File: config.mk
export PLATFORM = sky130hd
export DESIGN_NAME = rsp_packet_deframer
export DESIGN_NICKNAME = d
export VERILOG_FILES = /design/src/hw/rtl/rpd_pkg.sv /design/src/hw/rtl/rsp_packet_deframer.sv /design/src/hw/rtl/rpd_core.sv
export SDC_FILE = /design/constraint.sdc
export NUM_CORES = 1
export LEC_CHECK = 0
export ABC_AREA = 0
export BUFFER_PORTS_ARGS = -buffer_cell sky130_fd_sc_hd__buf_2
export CORE_ASPECT_RATIO = 2
export CORE_UTILIZATION = 45
export CTS_CLUSTER_DIAMETER = 50
export DETAILED_ROUTE_END_ITERATION = 7
export PLACE_DENSITY_LB_ADDON = 0.12
export REMOVE_ABC_BUFFERS = 1
export SLEW_MARGIN = 10
export SYNTH_ARGS = -nofsm -noshare
export SYNTH_HDL_FRONTEND = slang
export SYNTH_SLANG_ARGS = --single-unit
File: constraint.sdc
create_clock -name clk -period 2.7 [get_ports clk]
set_input_delay 0.135 -clock clk [delete_from_list [all_inputs] [get_ports clk]]
set_output_delay 0.135 -clock clk [all_outputs]
set_load 0.02 [all_outputs]
File: src/hw/rtl/rpd_pkg.sv
// ----------------------------------------------------------------------------
// rpd_pkg
// Types and constants shared by the packet deframer modules and its checker.
// ----------------------------------------------------------------------------
package rpd_pkg;

	localparam int unsigned IdxW = 10;

	localparam logic [7:0] CH_START = 8'h24;
	localparam logic [7:0] CH_END   = 8'h23;
	localparam logic [7:0] CH_ACK   = 8'h2B;
	localparam logic [7:0] CH_NAK   = 8'h2D;

	localparam logic [1:0] KIND_PAYLOAD = 2'd0;
	localparam logic [1:0] KIND_ACCEPT  = 2'd1;
	localparam logic [1:0] KIND_REJECT  = 2'd2;

	localparam logic CMD_BYTE    = 1'b0;
	localparam logic CMD_RELEASE = 1'b1;

	typedef struct packed {
		logic       cmd;
		logic [7:0] rx_byte;
	} rpd_in_t;

	typedef struct packed {
		logic [1:0]      kind;
		logic [7:0]      data;
		logic [IdxW-1:0] payload_index;
		logic            overflow;
	} rpd_out_t;

	typedef enum logic [3:0] {
		PH_HUNT    = 4'b0001,
		PH_PAYLOAD = 4'b0010,
		PH_DIGITS  = 4'b0100,
		PH_HOLD    = 4'b1000
	} rpd_phase_t;

endpackage

File: src/hw/rtl/rsp_packet_deframer.sv
// ----------------------------------------------------------------------------
// rsp_packet_deframer
// Deframes and checks remote-serial-protocol packets from a byte stream.
// ----------------------------------------------------------------------------
// Each request on the item channel is either a received byte or a release
// command. Bytes are discarded until a start character, then every payload
// byte is sent on the result channel with its index while a modulo-256 sum
// is kept. After the end character two hex digits are compared with the sum
// and one accept or reject result is sent. After an accept, bytes are ignored
// until a release request arrives.
// A request is registered on acceptance and decoded from that register into
// the result register once the result register is free to take it. One
// request is taken every cycle while the result channel is not stalled; the
// single decode stage and its packet state set that rate. Requests that cause
// no result still pass the same stage.
// Reset empties both registers and returns the block to hunting. When the
// receiver stalls the result register, the request stage holds and item_stall
// rises only if a request is waiting behind the held result.
// ----------------------------------------------------------------------------
module rsp_packet_deframer
	import rpd_pkg::*;
#(
	parameter int unsigned MAX_PAYLOAD = 1024
) (
	input  logic     clk,
	input  logic     arst_n,
	input  logic     item_valid,
	output logic     item_stall,
	input  rpd_in_t  item,
	output logic     result_valid,
	input  logic     result_stall,
	output rpd_out_t result
);

	logic     valid_s1;
	rpd_in_t  item_s1;
	logic     valid_s2;
	rpd_out_t result_s2;
	logic     s2_ready;
	logic     fire;
	logic     res_valid;
	rpd_out_t res;

	assign s2_ready   = !(valid_s2 && result_stall);
	assign fire       = valid_s1 && s2_ready;
	assign item_stall = valid_s1 && !s2_ready;

	always_ff @(posedge clk or negedge arst_n) begin
		if (!arst_n) begin
			valid_s1 <= 1'b0;
		end else if (!item_stall) begin
			valid_s1 <= item_valid;
		end
	end

	always_ff @(posedge clk) begin
		if (!item_stall && item_valid) begin
			item_s1 <= item;
		end
	end

	rpd_core #(
		.MAX_PAYLOAD(MAX_PAYLOAD)
	) u_core (
		.clk      (clk),
		.arst_n   (arst_n),
		.fire     (fire),
		.item     (item_s1),
		.res_valid(res_valid),
		.res      (res)
	);

	always_ff @(posedge clk or negedge arst_n) begin
		if (!arst_n) begin
			valid_s2 <= 1'b0;
		end else if (s2_ready) begin
			valid_s2 <= res_valid;
		end
	end

	always_ff @(posedge clk) begin
		if (s2_ready && res_valid) begin
			result_s2 <= res;
		end
	end

	assign result_valid = valid_s2;
	assign result       = result_s2;

endmodule

File: src/hw/rtl/rpd_core.sv
// ----------------------------------------------------------------------------
// rpd_core
// Packet state and per-byte decode: hunting, payload sum, checksum digits, the
// verdict and the hold after an accept. One request is consumed per cycle when fire is high.
// ----------------------------------------------------------------------------
module rpd_core
	import rpd_pkg::*;
#(
	parameter int unsigned MAX_PAYLOAD = 1024
) (
	input  logic     clk,
	input  logic     arst_n,
	input  logic     fire,
	input  rpd_in_t  item,
	output logic     res_valid,
	output rpd_out_t res
);

	localparam int unsigned PosW = $clog2(MAX_PAYLOAD);
	localparam int unsigned LenW = PosW + 1;
	localparam int unsigned CmpW = (LenW > IdxW) ? LenW : IdxW;
	localparam logic [PosW-1:0] LastPos = PosW'(MAX_PAYLOAD - 1);
	localparam logic [CmpW-1:0] IdxMax = CmpW'((1 << IdxW) - 1);

	rpd_phase_t      phase_q, phase_d;
	logic [7:0]      sum_q, sum_d;
	logic [3:0]      hi_q, hi_d;
	logic            dig_q, dig_d;
	logic [PosW-1:0] pos_q, pos_d;
	logic            ovf_q, ovf_d;
	logic            last_q, last_d;

	logic [LenW-1:0] len;
	logic [CmpW-1:0] len_ext;
	logic [CmpW-1:0] pos_ext;
	logic [IdxW-1:0] len_sat;
	logic [3:0]      digit;

	function automatic logic [3:0] hex_value(input logic [7:0] c);
		logic [3:0] v;
		v = 4'd0;
		if (c >= 8'h61 && c <= 8'h66) begin
			v = 4'(c - 8'h57);
		end else if (c >= 8'h41 && c <= 8'h46) begin
			v = 4'(c - 8'h37);
		end else if (c >= 8'h30 && c <= 8'h39) begin
			v = 4'(c - 8'h30);
		end
		return v;
	endfunction

	assign digit   = hex_value(item.rx_byte);
	assign len     = LenW'(pos_q) + LenW'(last_q);
	assign len_ext = CmpW'(len);
	assign pos_ext = CmpW'(pos_q);
	assign len_sat = (len_ext > IdxMax) ? IdxMax[IdxW-1:0] : len_ext[IdxW-1:0];

	always_comb begin
		phase_d   = phase_q;
		sum_d     = sum_q;
		hi_d      = hi_q;
		dig_d     = dig_q;
		pos_d     = pos_q;
		ovf_d     = ovf_q;
		last_d    = last_q;
		res_valid = 1'b0;
		res       = '0;
		if (fire) begin
			if (item.cmd == CMD_RELEASE) begin
				phase_d = PH_HUNT;
			end else begin
				unique case (phase_q)
					PH_HUNT: begin
						if (item.rx_byte == CH_START) begin
							phase_d = PH_PAYLOAD;
							sum_d   = '0;
							hi_d    = '0;
							dig_d   = 1'b0;
							pos_d   = '0;
							ovf_d   = 1'b0;
							last_d  = 1'b0;
						end
					end
					PH_PAYLOAD: begin
						if (item.rx_byte == CH_END) begin
							phase_d = PH_DIGITS;
							dig_d   = 1'b0;
						end else begin
							sum_d = sum_q + item.rx_byte;
							if (last_q) begin
								ovf_d = 1'b1;
							end else if (pos_q == LastPos) begin
								last_d = 1'b1;
							end else begin
								pos_d = pos_q + PosW'(1);
							end
							res_valid         = 1'b1;
							res.kind          = KIND_PAYLOAD;
							res.data          = item.rx_byte;
							res.payload_index = pos_ext[IdxW-1:0];
							res.overflow      = ovf_d;
						end
					end
					PH_DIGITS: begin
						if (!dig_q) begin
							hi_d  = digit;
							dig_d = 1'b1;
						end else begin
							dig_d             = 1'b0;
							res_valid         = 1'b1;
							res.payload_index = len_sat;
							res.overflow      = ovf_q;
							if ({hi_q, digit} == sum_q) begin
								phase_d  = PH_HOLD;
								res.kind = KIND_ACCEPT;
								res.data = CH_ACK;
							end else begin
								phase_d  = PH_HUNT;
								res.kind = KIND_REJECT;
								res.data = CH_NAK;
							end
						end
					end
					PH_HOLD: begin
					end
					default: begin
						phase_d = PH_HUNT;
					end
				endcase
			end
		end
	end

	always_ff @(posedge clk or negedge arst_n) begin
		if (!arst_n) begin
			phase_q <= PH_HUNT;
			sum_q   <= '0;
			hi_q    <= '0;
			dig_q   <= 1'b0;
			pos_q   <= '0;
			ovf_q   <= 1'b0;
			last_q  <= 1'b0;
		end else begin
			phase_q <= phase_d;
			sum_q   <= sum_d;
			hi_q    <= hi_d;
			dig_q   <= dig_d;
			pos_q   <= pos_d;
			ovf_q   <= ovf_d;
			last_q  <= last_d;
		end
	end

endmodule

==> results of run 1 <==
## sequential cells by signal, summed over array words and instances, names as in the netlist
name            count
u_core.sum_q        8
result             21
u_core.last_q       1
result_valid        1
u_core.pos_q       10
u_core.dig_q        1
valid_s1            1
item_s1             9
u_core.phase_q      4
u_core.ovf_q        1
u_core.hi_q         4
## layout make-up
class	instances	area, sq um
Clock buffer	13	282
Clock inverter	3	40.0
Fill cell	635	3080
Inverter	11	41.3
Multi-Input combinational cell	261	1670
Sequential cell	61	1680
Tap cell	92	115
Timing Repair Buffer	63	413
## power by group
| group | internal (mW) | switching, mW | leakage (nW) |
|---|---|---|---|
| clock | 0.817 | 0.392 | 0.161 |
| combinational | 0.166 | 0.218 | 0.912 |
| sequential | 1.03 | 0.0651 | 0.670 |
## how the worst max path moves through the flow
| stage | cells past startpoint | startpoint | to | slack [ns] |
|---|---|---|---|---|
| global placement | 10 | item_s1[0]$_DFFE_PP_ | result[13]$_SDFFCE_PP0P_ | 0.30 |
| global route | 10 | item_s1[0]$_DFFE_PP_ | result[13]$_SDFFCE_PP0P_ | 0.13 |
| finish | 10 | item_s1[0]$_DFFE_PP_ | result[13]$_SDFFCE_PP0P_ | 0.30 |
| detailed placement | 10 | item_s1[0]$_DFFE_PP_ | result[13]$_SDFFCE_PP0P_ | 0.21 |
| floorplan | 3 | u_core.phase_q[1]$_DFFE_PN0P_ | result[0]$_SDFFCE_PP0P_ | 0.04 |
| CTS | 10 | item_s1[0]$_DFFE_PP_ | result[13]$_SDFFCE_PP0P_ | 0.19 |
## metrics by stage
step / instances / instance area (sq um) / hold slack, ns
after floorplan: 333 / 3370 / -0.161
after global placement: 477 / 3790 / 0.255
after detailed placement: 477 / 3790 / 0.255
after CTS: 504 / 4230 / 0.0426
after global routing: 504 / 4240 / 0.0705
final: 504 / 4240 / 0.0501
## repair_timing
| action | 4_1_cts | 5_1_grt |
|---|---|---|
| hold endpoints to repair | 40 | 0 |
| setup endpoints to repair | 0 | 3 |
| resized for setup | 0 | 2 |
| hold buffers | 11 | 0 |
## synth_stat cells, types with 5 or more instances
library cell / n
xor2_1: 11
and3_1: 10
nand2b_1: 6
inv_1: 11
o21ai_0: 25
xnor2_1: 11
o22ai_1: 5
ha_1: 14
nand2_1: 39
nand3_1: 12
a21oi_1: 33
edfxtp_1: 30
nor2_1: 24
and2_1: 6
clkbuf_1: 10
o31ai_1: 7
nor3_1: 5
dfrtp_1: 30
## layer usage
layer	track usage (%)	vias up	routed length, um
met4	16.3	0	397
met5	0	-	0
li1	-	1386	-
met3	4.62	31	263
met2	44.7	80	5100
met1	22.2	1389	3060
## logic make-up (layout without fill, tap and decap cells)
logic type               Yosys count  after routing
AND/OR/NAND/NOR                  128            128
AO/OA/AOI/OAI                     96             96
flip-flops                        61             61
buffers and inverters             26             90
XOR/XNOR                          22             22
adder cells (fa/ha/maj)           15             15
==> impl_metrics.csv, run 1 <==
group,metric,value,unit
synthesis,synth_compound_area_share,17.7,%
power_and_ir_drop,ir_drop,0.653,mV
power_and_ir_drop,p_leak,1.74,nW
synthesis,ys_seq_area_share,48.8,%
synthesis,synthTopCellsByArea,"edfxtp_1, dfrtp_1, ha_1",
place,io_buffers,35,
status,outcome,"completed",
worst_setup_path,crit_path_cell_trace,"inv_1, ha_1, o21bai_1, a21oi_1, a32oi_1, xor2_1, nand2_1, nor4_2, buf_4, o31ai_1",
synthesis,synth_area_per_cell,9.89,sq um
floorplan,die_w,63.8,um
floorplan,initial_core_util,47.0,%
worst_setup_path,slowest_stage,"edfxtp_1",
cells_and_area,final_cell_mix,"nand2_1, buf_2, a21oi_1",
worst_setup_path,critPathMaxStageDelay,0.37,ns
worst_hold_path,hp-start,"result_stall",
worst_setup_path,r2r_end,"result[13]$_SDFFCE_PP0P_",
floorplan,chipHeight,126,um
sta,relSlewSlack,49.0,%
routing,avgRoutedWirePerCell,17.5,um
cts,worstSkewPairLatency,0.33,ns
worst_setup_path,r2r_cells,10,
worst_setup_path,crit_family,"compound AO/OA/AOI/OAI gates",
synthesis,synthMuxAreaShare,0,%
grt,grt_max_degree,32,
floorplan,die-area,8020,sq um
synthesis,syn_area,3440,sq um
worst_setup_path,timing.rr.start,"item_s1[0]$_DFFE_PP_",
floorplan,core_area,7320,sq um
sta,worst_pin_slew,0.765,ns
routing,firstDrtPassIters,4,
worst_setup_path,crit_path_end_kind,"flop",
synthesis,synth_top_family_by_area,"simple AND/OR/NAND/NOR gates",
sta,rsz0062_at_grt,"false",
run,cap_violations,0,
synthesis,synth_top_area_share,26.2,%
sta,fin_ws,0.297,ns
worst_setup_path,path_buf_inv,2,
grt,grt_pass1_vias,3011,
synthesis,synth_xor_area_share,5.60,%
floorplan,placementRows,44,
synthesis,yosys_warnings,0,
routing,drtIter0Drc,219,
worst_hold_path,hold_depth,2,
routing,finalWirelength,8820,um
routing,ant_nets,0,
worst_setup_path,cp.arrival,2.48,ns
sta,fmax,416,MHz
sta,finalSetupViolCount,0,
grt,grt_pass1_wl,14300,um
power_and_ir_drop,p_per_area,634,nW/um^2
synthesis,ys_types,55,
worst_hold_path,whs_endpoint,"result_valid$_DFFE_PN0N_",
worst_setup_path,crit_required,2.77,ns
sta,drv_slew,0,
synthesis,syn_inst,348,
synthesis,synthAdderAreaFrac,5.67,%
floorplan,num_io_pins,36,
sta,timing.final.crit_period,2.40,ns
cts,cts_made_buffers,9,
cells_and_area,nets,435,
grt,antenna_found_initial,0,
cells_and_area,syn_to_final_growth,23.2,%
cells_and_area,drive_gt1_share,18.9,%
sta,hold_viol_final,0,
cts,h-tree-depth,3,
cells_and_area,mostFrequentLayoutCell,"nand2_1",
cells_and_area,antenna_cells,0,
cts,clkTransAtPathRegs,0.05,ns
grt,grt_overflow_total,0,
worst_setup_path,critPathMaxFanout,4,
routing,vias_per_cell,5.73,
synthesis,ys_ff_latch,61,
place,hpwlAfterDp,6650,um
worst_setup_path,r2r_setup_slack,0.30,ns
sta,setup_tns,0,ns
power_and_ir_drop,power,2.69,mW
synthesis,async_reset_ff_share,50.8,%
cts,cts_tree,"yes",
grt,track_usage,23.8,%
routing,drc,0,
cts,cts_buffer_depth,2,
place,pre_cts_slack,0.208,ns
cts,cts.sinks,61,
worst_setup_path,cp-start-kind,"flop",
cells_and_area,fin_util,57.9,%
synthesis,synth_edf_count,30,
worst_hold_path,worstHoldPathType,"in -> reg",
cts,post_cts_buffers,0,
synthesis,yosysTopAreaCell,"edfxtp_1",
routing,num_vias,2886,
worst_setup_path,critPathKind,"reg -> reg",
synthesis,synth_ff_type,"edfxtp_1",
cts,cts-root-buf,"clkbuf_16",
sta,fin_crit_sh,89.0,%
place,place.gp.congestion,0.922,
sta,worst_clock_skew,0.00715,ns
synthesis,synth-simple-area-share,19.1,%
(Power assumes the default switching activity.)
==> run 2, diff against run 1 <==
--- a/config.mk
+++ b/config.mk
@@ -12,6 +12,7 @@
 export CTS_CLUSTER_DIAMETER = 50
 export DETAILED_ROUTE_END_ITERATION = 7
 export PLACE_DENSITY_LB_ADDON = 0.12
+export RECOVER_POWER = 50
 export REMOVE_ABC_BUFFERS = 1
 export SLEW_MARGIN = 10
 export SYNTH_ARGS = -nofsm -noshare
==> impl_metrics.csv, run 2 (synthesized netlist as in run 1, its figures left out) <==
group,metric,value,unit
floorplan,die_w,63.8,um
floorplan,chipHeight,126,um
sta,fin_ws,0.302,ns
worst_setup_path,r2r_cells,10,
sta,setup_tns,0,ns
worst_setup_path,r2r_setup_slack,0.30,ns
power_and_ir_drop,switching_share,25.1,%
run,cap_violations,1,
sta,finalSetupViolCount,0,
power_and_ir_drop,p_leak,1.70,nW
cts,worstSkewPairLatency,0.33,ns
sta,worst_clock_skew,0.00530,ns
routing,vias_per_cell,5.72,
cells_and_area,multiInputGateArea,1670,sq um
cells_and_area,largest_reg_flops,21,
sta,whs,0.0500,ns
cells_and_area,nets,435,
sta,hold_viol_final,0,
worst_setup_path,cp.arrival,2.47,ns
place,place.gp.congestion,0.922,
worst_hold_path,hp-start,"result_stall",
cells_and_area,fillerInstances,653,
cts,post_cts_buffers,0,
cts,cts.sinks,61,
worst_setup_path,cp-start-kind,"flop",
worst_setup_path,critPathKind,"reg -> reg",
routing,drtIter0Drc,204,
floorplan,initial_core_util,47.0,%
routing,finalWirelength,8880,um
routing,ant_nets,0,
power_and_ir_drop,p_switching,674,uW
sta,rsz0062_at_grt,"false",
cells_and_area,drive_gt1_share,13.1,%
floorplan,core_area,7320,sq um
power_and_ir_drop,pwr-share-clk,45.0,%
power_and_ir_drop,p_per_area,637,nW/um^2
power_and_ir_drop,p_seq_share,40.8,%
routing,num_vias,2882,
floorplan,num_io_pins,36,
worst_setup_path,r2r_end,"result[13]$_SDFFCE_PP0P_",
sta,fmax,417,MHz
worst_hold_path,whs_endpoint,"result_valid$_DFFE_PN0N_",
place,place_area,3790,sq um
grt,grt_max_degree,32,
sta,fin_crit_sh,88.8,%
cells_and_area,antenna_cells,0,
routing,avgRoutedWirePerCell,17.6,um
cts,cts_made_buffers,9,
cts,cts_buffer_depth,2,
floorplan,die-area,8020,sq um
cells_and_area,final_cell_mix,"nand2_1, a21oi_1, edfxtp_1, dfrtp_1",
cts,h-tree-depth,3,
grt,grt_overflow_total,0,
grt,track_usage,23.8,%
cells_and_area,seqCellArea,1680,sq um
grt,grt_pass1_wl,14300,um
power_and_ir_drop,p_comb_share,14.2,%
status,outcome,"complete, but fails checks",
cells_and_area,fin_util,57.5,%
cells_and_area,fin_cells,504,
grt,grt_pass1_vias,3011,
worst_setup_path,crit_required,2.77,ns
worst_hold_path,hold_depth,2,
sta,worst_pin_slew,1.84,ns
worst_setup_path,timing.rr.start,"item_s1[0]$_DFFE_PP_",
routing,drc,0,
worst_setup_path,critPathMaxFanout,4,
place,pre_cts_slack,0.208,ns
place,io_buffers,35,
sta,relSlewSlack,-22.5,%
worst_hold_path,worstHoldPathType,"in -> reg",
cts,cts-root-buf,"clkbuf_16",
power_and_ir_drop,ir_drop,0.653,mV
cts,clkTransAtPathRegs,0.05,ns
cells_and_area,mostFrequentLayoutCell,"nand2_1",
cells_and_area,design_area,4210,sq um
grt,antenna_found_initial,0,
cts,cts_tree,"yes",
status,failed_checks,"capacitance limit, slew limit",
place,place_inst,477,
power_and_ir_drop,power,2.68,mW
routing,firstDrtPassIters,4,
worst_setup_path,crit_path_end_kind,"flop",
sta,timing.final.crit_period,2.40,ns
place,hpwlAfterDp,6650,um
floorplan,placementRows,44,
sta,drv_slew,32,
power_and_ir_drop,internal-power,2.01,mW
cells_and_area,syn_to_final_growth,22.3,%
[run 2: cell count changes in the layout (fill, tap and decap cells not counted), sizes merged]
cell    change
buf        -24
clkbuf     +24
[run 2: final cells by class]
| cell class | instances | area share (%) |
|---|---|---|
| clock inverters | 3 | 0.952 |
| multi-input cells | 261 | 39.7 |
| inverters | 11 | 0.981 |
| clock buffers | 13 | 6.69 |
| repair buffers | 63 | 9.10 |
| flip-flops and latches | 61 | 39.9 |
| well taps | 92 | 2.74 |
[run 2: timing repair]
action                                  in CTS  in global routing
hold buffers                                11                  0
gates resized for setup                      0                  2
endpoints found under the setup margin       0                  3
hold endpoints to repair                    40                  0
[run 2: worst max path at each step]
| stage | from | end | slack [ns] | cells past startpoint |
|---|---|---|---|---|
| after floorplan | u_core.phase_q[1]$_DFFE_PN0P_ | result[0]$_SDFFCE_PP0P_ | 0.04 | 3 |
| after global placement | item_s1[0]$_DFFE_PP_ | result[13]$_SDFFCE_PP0P_ | 0.30 | 10 |
| after detailed placement | item_s1[0]$_DFFE_PP_ | result[13]$_SDFFCE_PP0P_ | 0.21 | 10 |
| after CTS | item_s1[0]$_DFFE_PP_ | result[13]$_SDFFCE_PP0P_ | 0.19 | 10 |
| after global routing | item_s1[0]$_DFFE_PP_ | result[13]$_SDFFCE_PP0P_ | 0.13 | 10 |
| final | item_s1[0]$_DFFE_PP_ | result[13]$_SDFFCE_PP0P_ | 0.30 | 10 |
[run 2: worst max-delay path, stage by stage, from the launching register on]
cell	delay, ns
edfxtp_1	0.41
inv_1	0.13
ha_1	0.19
nor3b_2	0.21
a41oi_1	0.09
a32oi_1	0.32
xor2_1	0.21
nand2_1	0.09
nor4_2	0.27
buf_4	0.17
o31ai_1	0.06
[run 2: power by group through the flow]
stage / combinational [mW] / sequential (mW) / clock [mW]
6_report: 0.381 / 1.09 / 1.21
3_5_place_dp: 0.363 / 1.11 / 0
2_1_floorplan: 0.231 / 1.10 / 0
3_3_place_gp: 0.360 / 1.11 / 0
4_1_cts: 0.378 / 1.09 / 1.23
5_1_grt: 0.415 / 1.10 / 1.26
[run 2: layer usage]
metal  up-vias  GRT usage (%)  routed length (um)
met4         0           16.3                 390
li1       1385              -                   -
met2        98           44.7                5120
met3        30           4.62                 281
met5         -              0                   0
met1      1369           22.2                3090
